==> config.mk <==
export PLATFORM = sky130hd
export DESIGN_NAME = dcc_bit_to_ssi_frame_packer
export DESIGN_NICKNAME = d
export VERILOG_FILES = /design/src/rtl/dccp_pkg.sv /design/src/rtl/dccp_front.sv /design/src/rtl/dccp_cmd_fifo.sv /design/src/rtl/dccp_back.sv /design/src/rtl/dcc_bit_to_ssi_frame_packer.sv
export SDC_FILE = /design/constraint.sdc
export NUM_CORES = 1
export LEC_CHECK = 0
export BUFFER_PORTS_ARGS = -buffer_cell sky130_fd_sc_hd__buf_2
export CAP_MARGIN = 20
export CORE_UTILIZATION = 30
export CTS_BUF_LIST = sky130_fd_sc_hd__clkbuf_8
export CTS_CLUSTER_SIZE = 10
export DETAILED_ROUTE_END_ITERATION = 8
export PLACE_DENSITY = 0.46
export SLEW_MARGIN = 20
export SYNTH_ARGS = -nofsm -noshare
export SYNTH_HDL_FRONTEND = slang
export SYNTH_SLANG_ARGS = --single-unit
==> constraint.sdc <==
create_clock -name clock -period 9.5 [get_ports clock]
set_input_delay 0.95 -clock clock [delete_from_list [all_inputs] [get_ports clock]]
set_output_delay 0.95 -clock clock [all_outputs]
set_load 0.1 [all_outputs]
==> src/rtl/dccp_pkg.sv <==
`timescale 1ns / 1ps
// ----------------------------------------------------------------------------
// dccp_pkg: shared types and constants
// Line-bit patterns, character codes and the command handed from the
// front end to the back end of the packer.
// ----------------------------------------------------------------------------
package dccp_pkg;

   localparam logic [7:0]  CHAR_ZERO = 8'h30;
   localparam logic [7:0]  CHAR_ONE  = 8'h31;
   localparam logic [15:0] FILL_WORD = 16'h5555;
   localparam logic [1:0]  ONE_PAIR  = 2'b01;
   localparam logic [3:0]  ZERO_BITS = 4'b0011;
   localparam int          WORD_W    = 16;
   localparam int          CMD_DEPTH = 4;

   // Up to two built words, then a run of fill words counted separately.
   typedef struct packed {
      logic [WORD_W-1:0] word_a;
      logic [WORD_W-1:0] word_b;
      logic [1:0]        word_cnt;
      logic              last;
   } cmd_type;

endpackage

==> src/rtl/dccp_front.sv <==
`timescale 1ns / 1ps
// ----------------------------------------------------------------------------
// dccp_front: character encoder and word builder
// Packs line bits of each accepted character into the current word, builds
// the finishing word on the last character and counts the fill words owed.
// ----------------------------------------------------------------------------
module dccp_front
   import dccp_pkg::*;
#(
   parameter int MAX_FRAMES = 16,
   parameter int CNT_W      = $clog2(MAX_FRAMES + 1)
) (
   input  logic             clock,
   input  logic             reset,
   input  logic             accept,
   input  logic [7:0]       char_code,
   input  logic             end_of_string,
   input  logic [4:0]       frame_target,
   output logic             cmd_push,
   output cmd_type          cmd,
   output logic [CNT_W-1:0] cmd_pad
);

   localparam int TW = (CNT_W > 5) ? CNT_W : 5;
   localparam logic [CNT_W-1:0] MAX_CNT = CNT_W'(MAX_FRAMES);

   logic [WORD_W-1:0] cell_ff, cell_in;
   logic [3:0]        filled_ff, filled_in;
   logic [CNT_W-1:0]  frames_ff, frames_in;

   logic              is_one, is_zero;
   logic [WORD_W+1:0] ext_one;
   logic [WORD_W+3:0] ext_zero;
   logic              gen_v;
   logic [WORD_W-1:0] gen_word;
   logic [WORD_W-1:0] cell_n;
   logic [3:0]        filled_n;
   logic              fin_v;
   logic [WORD_W-1:0] fin_word;
   logic [4:0]        fin_shift;
   logic [CNT_W-1:0]  fs_a, fs_b;
   logic [TW-1:0]     tgt, fs_w;
   logic [CNT_W-1:0]  pad;

   assign is_one   = (char_code == CHAR_ONE);
   assign is_zero  = (char_code == CHAR_ZERO);
   assign ext_one  = {cell_ff, ONE_PAIR};
   assign ext_zero = {cell_ff, ZERO_BITS};

   always_comb begin
      gen_v    = 1'b0;
      gen_word = ext_one[WORD_W-1:0];
      cell_n   = cell_ff;
      filled_n = filled_ff;
      if (is_one) begin
         if (filled_ff == 4'd14) begin
            gen_v    = 1'b1;
            gen_word = ext_one[WORD_W-1:0];
            cell_n   = '0;
            filled_n = '0;
         end else begin
            cell_n   = ext_one[WORD_W-1:0];
            filled_n = filled_ff + 4'd2;
         end
      end else if (is_zero) begin
         priority if (filled_ff == 4'd14) begin
            // straddle: 00 closes this word, 11 opens the next
            gen_v    = 1'b1;
            gen_word = ext_zero[WORD_W+1:2];
            cell_n   = WORD_W'(2'b11);
            filled_n = 4'd2;
         end else if (filled_ff == 4'd12) begin
            gen_v    = 1'b1;
            gen_word = ext_zero[WORD_W-1:0];
            cell_n   = '0;
            filled_n = '0;
         end else begin
            cell_n   = ext_zero[WORD_W-1:0];
            filled_n = filled_ff + 4'd4;
         end
      end
   end

   // Complete a partial word with 01 pairs below its line bits.
   assign fin_v     = end_of_string && (filled_n != 4'd0);
   assign fin_shift = 5'd16 - {1'b0, filled_n};
   assign fin_word  = (cell_n << fin_shift) | (FILL_WORD & (16'hFFFF >> filled_n));

   assign fs_a = (gen_v && frames_ff < MAX_CNT) ? frames_ff + CNT_W'(1) : frames_ff;
   assign fs_b = (fin_v && fs_a < MAX_CNT) ? fs_a + CNT_W'(1) : fs_a;
   assign fs_w = TW'(fs_b);

   always_comb begin
      tgt = TW'(frame_target);
      if (tgt > TW'(MAX_FRAMES)) begin
         tgt = TW'(MAX_FRAMES);
      end
      pad = '0;
      if (end_of_string && tgt > fs_w) begin
         pad = CNT_W'(tgt - fs_w);
      end
   end

   assign cmd.word_a   = gen_v ? gen_word : fin_word;
   assign cmd.word_b   = fin_word;
   assign cmd.word_cnt = {1'b0, gen_v} + {1'b0, fin_v};
   assign cmd.last     = end_of_string;
   assign cmd_pad      = pad;
   assign cmd_push     = accept && (gen_v || fin_v || pad != '0);

   always_comb begin
      cell_in   = cell_ff;
      filled_in = filled_ff;
      frames_in = frames_ff;
      if (accept) begin
         if (end_of_string) begin
            cell_in   = '0;
            filled_in = '0;
            frames_in = '0;
         end else begin
            cell_in   = cell_n;
            filled_in = filled_n;
            frames_in = fs_a;
         end
      end
   end

   always_ff @(posedge clock) begin
      if (reset) begin
         cell_ff   <= '0;
         filled_ff <= '0;
         frames_ff <= '0;
      end else begin
         cell_ff   <= cell_in;
         filled_ff <= filled_in;
         frames_ff <= frames_in;
      end
   end

endmodule

==> src/rtl/dccp_cmd_fifo.sv <==
`timescale 1ns / 1ps
// ----------------------------------------------------------------------------
// dccp_cmd_fifo: command queue
// Small first-word-fall-through queue between the front and back ends.
// ----------------------------------------------------------------------------
module dccp_cmd_fifo
   import dccp_pkg::*;
#(
   parameter int W = 8
) (
   input  logic         clock,
   input  logic         reset,
   input  logic         push,
   input  logic [W-1:0] push_data,
   input  logic         pop,
   output logic [W-1:0] head_data,
   output logic         full,
   output logic         empty
);

   localparam int PW = $clog2(CMD_DEPTH);

   logic [W-1:0]  mem [CMD_DEPTH];
   logic [PW-1:0] wr_ff, wr_in, rd_ff, rd_in;
   logic [PW:0]   count_ff, count_in;
   logic          do_push, do_pop;

   assign full      = (count_ff == (PW+1)'(CMD_DEPTH));
   assign empty     = (count_ff == '0);
   assign do_push   = push && !full;
   assign do_pop    = pop && !empty;
   assign head_data = mem[rd_ff];

   always_comb begin
      wr_in    = do_push ? wr_ff + PW'(1) : wr_ff;
      rd_in    = do_pop ? rd_ff + PW'(1) : rd_ff;
      count_in = count_ff + (PW+1)'(do_push) - (PW+1)'(do_pop);
   end

   always_ff @(posedge clock) begin
      if (do_push) begin
         mem[wr_ff] <= push_data;
      end
   end

   always_ff @(posedge clock) begin
      if (reset) begin
         wr_ff    <= '0;
         rd_ff    <= '0;
         count_ff <= '0;
      end else begin
         wr_ff    <= wr_in;
         rd_ff    <= rd_in;
         count_ff <= count_in;
      end
   end

endmodule

==> src/rtl/dccp_back.sv <==
`timescale 1ns / 1ps
// ----------------------------------------------------------------------------
// dccp_back: word sequencer
// Expands each queued command into its built words and fill words, written
// to the result register one word per cycle while it is empty or popped.
// ----------------------------------------------------------------------------
module dccp_back
   import dccp_pkg::*;
#(
   parameter int CNT_W = 5
) (
   input  logic              clock,
   input  logic              reset,
   input  logic              head_valid,
   input  cmd_type           head_cmd,
   input  logic [CNT_W-1:0]  head_pad,
   output logic              head_pop,
   input  logic              rsp_pop,
   output logic              rsp_empty,
   output logic [WORD_W-1:0] rsp_frame_word,
   output logic              rsp_last_frame
);

   localparam int KW = CNT_W + 2;

   logic              out_v_ff, out_v_in;
   logic [WORD_W-1:0] word_ff, word_in;
   logic              last_ff, last_in;
   logic [KW-1:0]     k_ff, k_in;
   logic [KW-1:0]     total;
   logic              advance, emit, is_final;
   logic [WORD_W-1:0] sel_word;

   assign total    = KW'(head_cmd.word_cnt) + KW'(head_pad);
   assign advance  = !out_v_ff || rsp_pop;
   assign emit     = advance && head_valid;
   assign is_final = (k_ff + KW'(1) == total);
   assign head_pop = emit && is_final;

   always_comb begin
      priority if (k_ff < KW'(head_cmd.word_cnt)) begin
         sel_word = (k_ff == '0) ? head_cmd.word_a : head_cmd.word_b;
      end else begin
         sel_word = FILL_WORD;
      end
   end

   always_comb begin
      out_v_in = out_v_ff;
      word_in  = word_ff;
      last_in  = last_ff;
      k_in     = k_ff;
      if (emit) begin
         out_v_in = 1'b1;
         word_in  = sel_word;
         last_in  = head_cmd.last && is_final;
         k_in     = is_final ? '0 : k_ff + KW'(1);
      end else if (rsp_pop) begin
         out_v_in = 1'b0;
      end
   end

   always_ff @(posedge clock) begin
      word_ff <= word_in;
      last_ff <= last_in;
   end

   always_ff @(posedge clock) begin
      if (reset) begin
         out_v_ff <= 1'b0;
         k_ff     <= '0;
      end else begin
         out_v_ff <= out_v_in;
         k_ff     <= k_in;
      end
   end

   assign rsp_empty      = !out_v_ff;
   assign rsp_frame_word = word_ff;
   assign rsp_last_frame = last_ff;

endmodule

==> src/rtl/dcc_bit_to_ssi_frame_packer.sv <==
`timescale 1ns / 1ps
// Path: a completed word passes the command queue, then the result register.
// Throughput: one character per cycle while req_full is low; a packet's
//   last character adds up to MAX_FRAMES words, drained one per cycle by
//   the back-end sequencer while the result register is free or popped.
// Reset: synchronous; clears the packing state, the command queue and the
//   result register.
// ----------------------------------------------------------------------------
// dcc_bit_to_ssi_frame_packer: DCC bit string to serializer word packer
// Front end encodes characters into words, a command queue decouples it
// from the back end that emits words and fill words.
// ----------------------------------------------------------------------------
module dcc_bit_to_ssi_frame_packer
   import dccp_pkg::*;
#(
   parameter int MAX_FRAMES = 16
) (
   input  logic              clock,
   input  logic              reset,
   input  logic              req_push,
   output logic              req_full,
   input  logic [7:0]        req_char_code,
   input  logic              req_end_of_string,
   input  logic [4:0]        req_frame_target,
   output logic              rsp_empty,
   input  logic              rsp_pop,
   output logic [15:0]       rsp_frame_word,
   output logic              rsp_last_frame
);

   localparam int CNT_W = $clog2(MAX_FRAMES + 1);
   localparam int QW    = $bits(cmd_type) + CNT_W;

   logic             accept;
   logic             cmd_push;
   cmd_type          cmd;
   logic [CNT_W-1:0] cmd_pad;
   logic [QW-1:0]    head_data;
   logic             head_pop, q_empty;
   cmd_type          head_cmd;
   logic [CNT_W-1:0] head_pad;

   assign accept = req_push && !req_full;

   dccp_front #(
      .MAX_FRAMES (MAX_FRAMES),
      .CNT_W      (CNT_W)
   ) u_front (
      .clock         (clock),
      .reset         (reset),
      .accept        (accept),
      .char_code     (req_char_code),
      .end_of_string (req_end_of_string),
      .frame_target  (req_frame_target),
      .cmd_push      (cmd_push),
      .cmd           (cmd),
      .cmd_pad       (cmd_pad)
   );

   dccp_cmd_fifo #(
      .W (QW)
   ) u_cmd_fifo (
      .clock     (clock),
      .reset     (reset),
      .push      (cmd_push),
      .push_data ({cmd_pad, cmd}),
      .pop       (head_pop),
      .head_data (head_data),
      .full      (req_full),
      .empty     (q_empty)
   );

   assign head_cmd = head_data[$bits(cmd_type)-1:0];
   assign head_pad = head_data[QW-1:$bits(cmd_type)];

   dccp_back #(
      .CNT_W (CNT_W)
   ) u_back (
      .clock          (clock),
      .reset          (reset),
      .head_valid     (!q_empty),
      .head_cmd       (head_cmd),
      .head_pad       (head_pad),
      .head_pop       (head_pop),
      .rsp_pop        (rsp_pop),
      .rsp_empty      (rsp_empty),
      .rsp_frame_word (rsp_frame_word),
      .rsp_last_frame (rsp_last_frame)
   );

endmodule

==> impl_metrics.yaml <==
global_route:
  gr-total-overflow: 0
  grt_first_pass_wirelength_mm: 41.6
  antenna_found_initial: 1
  grt_start_max_net_pins: 41
  grt_use_total_pct: 14.9
  first_global_vias: 7133
clock_network:
  clk_pin_slew_worst_paths_ps: 50
  cts-buffers-inserted: 39
  htree_levels: 2
  postCtsResizedCells: 0
  clk_latency_ps: 550
  hold_buffers: 0
  clkSinkCount: 215
  cts_tree: "yes"
  clockBufferDepth: 3
  cts_root_buffer: "clkbuf_8"
  cts_setup_buffers: 0
floorplanning:
  dieArea_um2: 36600
  core_um2: 34900
  io_pins: 37
  initial_core_util_pct: 30.8
  placementRows: 68
  die_w_um: 191
  fp.dieH_um: 191
setup_path:
  cp_slowest_cell: "nor4_4"
  cp_top_family: "simple AND/OR/NAND/NOR gates"
  startpoint_type: "input pin"
  path_depth: 23
  required_ps: 9880
  cp.arrival_ps: 6700
  crit_chain: "buf_2 > nor4_4 > nand2_1 > nor2_1 > xnor2_1 > ha_1 > nand3_1 > and2_1 > nand2_1 > mux2_2 > inv_1 > ha_1 > nor2b_1 > o21a_1 > or3_1 > a221oi_1 > a211oi_1 > o21ai_0 > inv_1 > ha_1 > fa_1 > xnor2_1 > nor2_1"
  critPathBufInv: 3
  reg2regPathDepth: 21
  startpoint: "req_char_code[6]"
  cp_max_fo: 12
  endpoint_kind: "register"
  slowest_delay_ps: 640
  worstReg2RegStart: "u_front.filled_ff[3]"
  worstSetupPathType: "input pin to register"
  cpMostUsedCell: "ha_1"
cells_and_area:
  nets: 935
  layout-drive-gt1-share_pct: 19.0
  final_cells: 1371
  area.growth.synth_to_final_pct: 12.6
  nFillCells: 3464
detailed_routing:
  wire_per_inst_um: 19.3
  drtIter0Drc: 511
  drtPass1Iterations: 5
  vias: 7029
  drc_errors: 0
  vias_per_cell: 5.13
  wirelength_mm: 26.4
  antenna_left: 0
place:
  hpwlAfterDp_mm: 17.3
  dp_slack_ps: 2450
  dp.cells: 1305
  io_buffers: 36
  gp_congestion: 0.823
synthesis:
  synth.area.top_cells: "edfxtp_1 48%, mux4_2 10%, dfxtp_1 7.8%, nand2_1 3.0%, ha_1 2.7%"
  async_flop_share_pct: 0
  ys.flop_type: "edfxtp_1"
  yosysTopAreaCellShare_pct: 48.4
  synth-seq-cells: 215
  yosysMostFrequentCell: "edfxtp_1"
  synth_edf_count: 173
  ys_warn_count: 0
  synth.distinct_cells: 74
  syn_area_um2: 10700
  yosysSeqAreaShare_pct: 56.2
  synthTopCellsByCount: "173 x edfxtp_1, 87 x nand2_1, 67 x nor2_1"
  syn_avg_cell_area_um2: 12.6
  synthCells: 850
  yosys.area.top_type: "edfxtp_1"
  synth_nets: 894
pwr:
  internal_power_mw: 1.57
  power_density_nw_per_um2: 183
  p_seq_share_pct: 48.1
  ir_drop_mv: 0.0966
  clkPwrFrac_pct: 37.4
  p_sw_uw: 643
  comb_power_share_pct: 14.5
  p_leak_nw: 4.16
  swShare_pct: 29.1
min_path:
  worstHoldPathCells: 2
  min_path_type: "register to register"
  hp-start: "u_back.out_v_ff"
timing:
  hold_slack_ps: 469
  maxSlewViolCount: 0
  clock_skew_ps: 32.8
  finalSetupTns_ps: 0
  fin_crit_ps: 6320
  setup_violations: 0
  post-route-period-util_pct: 66.6
  tightest_slew_ps: 1060
  hold_viol_final: 0
  relSlewSlack_pct: 29.0
  layout_setup_ws_ps: 3180
  fmax_mhz: 158
  grt_setup_unrepaired: "false"
outcome:
  outcome: "finished clean"
run:
  cap_violations: 0
registers in the layout, indices dropped and copies added (netlist names), 2 cells and up, named ones only:
register / cells
u_front.filled_ff: 4
u_front.frames_ff: 5
u_cmd_fifo.rd_ff: 2
u_cmd_fifo.mem: 156
u_back.k_ff: 7
u_front.cell_ff: 16
u_back.rsp_frame_word: 16
u_cmd_fifo.wr_ff: 2
u_cmd_fifo.count_ff: 3
tightest hold or removal path: stages, from the launching register on:
cell,delay [ps]
dfxtp_1,320
nand2_1,60
a21oi_1,50
cell usage in the layout, fill, tap and decap left out, drive strengths merged, types with 5 or more instances in the layout:
cell type / instances
nor2b: 10
clkinv: 11
and3: 6
xor2: 7
dfxtp: 42
mux4: 50
o22ai: 7
edfxtp: 173
nor2: 68
a21oi: 35
and2: 8
buf: 50
nand2: 87
clkbuf: 40
a31oi: 5
nand2b: 8
ha: 23
o21ai: 23
o32ai: 10
mux2i: 17
o311ai: 5
or3: 7
o21a: 6
a211oi: 5
nor3: 18
inv: 49
a22oi: 22
nand3: 29
xnor2: 20
a21o: 10
power groups by stage:
stage                     Sequential [mW]  Combinational [mW]  Clock (mW)
after floorplan                      1.18               0.148           0
after global routing                 1.07               0.350       0.897
final                                1.06               0.321       0.826
after detailed placement             1.08               0.330           0
after global placement               1.08               0.331           0
after CTS                            1.06               0.331       0.862
area by class of cell:
class / count / area [um2] / area share [%]
Sequential cell: 215 / 6040 / 49.9
Multi-Input combinational cell: 546 / 4320 / 35.8
Tap cell: 455 / 569 / 4.71
Clock buffer: 40 / 551 / 4.55
Timing Repair Buffer: 50 / 285 / 2.36
Clock inverter: 25 / 175 / 1.45
Inverter: 39 / 146 / 1.21
Antenna cell: 1 / 2.50 / 0.0207
cell families after synthesis:
| group | count (synthesis) | share of synthesized area [%] |
|---|---|---|
| muxes | 71 | 12.6 |
| DFF | 215 | 56.2 |
| buffers and inverters | 89 | 3.59 |
| and+or+nand+nor | 260 | 11.4 |
| AOI/OAI and AO/OA | 162 | 10.7 |
| adders and majority gates | 26 | 3.24 |
| xor gates and xnor gates | 27 | 2.27 |
metrics by stage:
stage | power, mW | utilization [%] | cell area, um2
after floorplan | 1.33 | - | 10700
after global placement | 1.41 | 32.6 | 11400
after detailed placement | 1.41 | 32.6 | 11400
after CTS | 2.26 | 34.6 | 12100
after global routing | 2.31 | 34.7 | 12100
final | 2.21 | 34.7 | 12100
routing by layer:
metal	share of wire, %	up-vias	track usage [%]
li1	-	3300	-
met1	48	3488	21.1
met2	45	190	22.7
met3	5.1	49	2.94
met4	2.2	2	4.64
met5	0.068	-	0
worst paths after layout:
path	to	slack, ps
setup / recovery	u_cmd_fifo.count_ff[2]	3180
setup reg to reg	u_cmd_fifo.count_ff[2]	3360
hold reg to reg	u_back.out_v_ff	470
hold / removal	u_back.out_v_ff	470
Note: power is estimated with default switching activity, not from simulation.
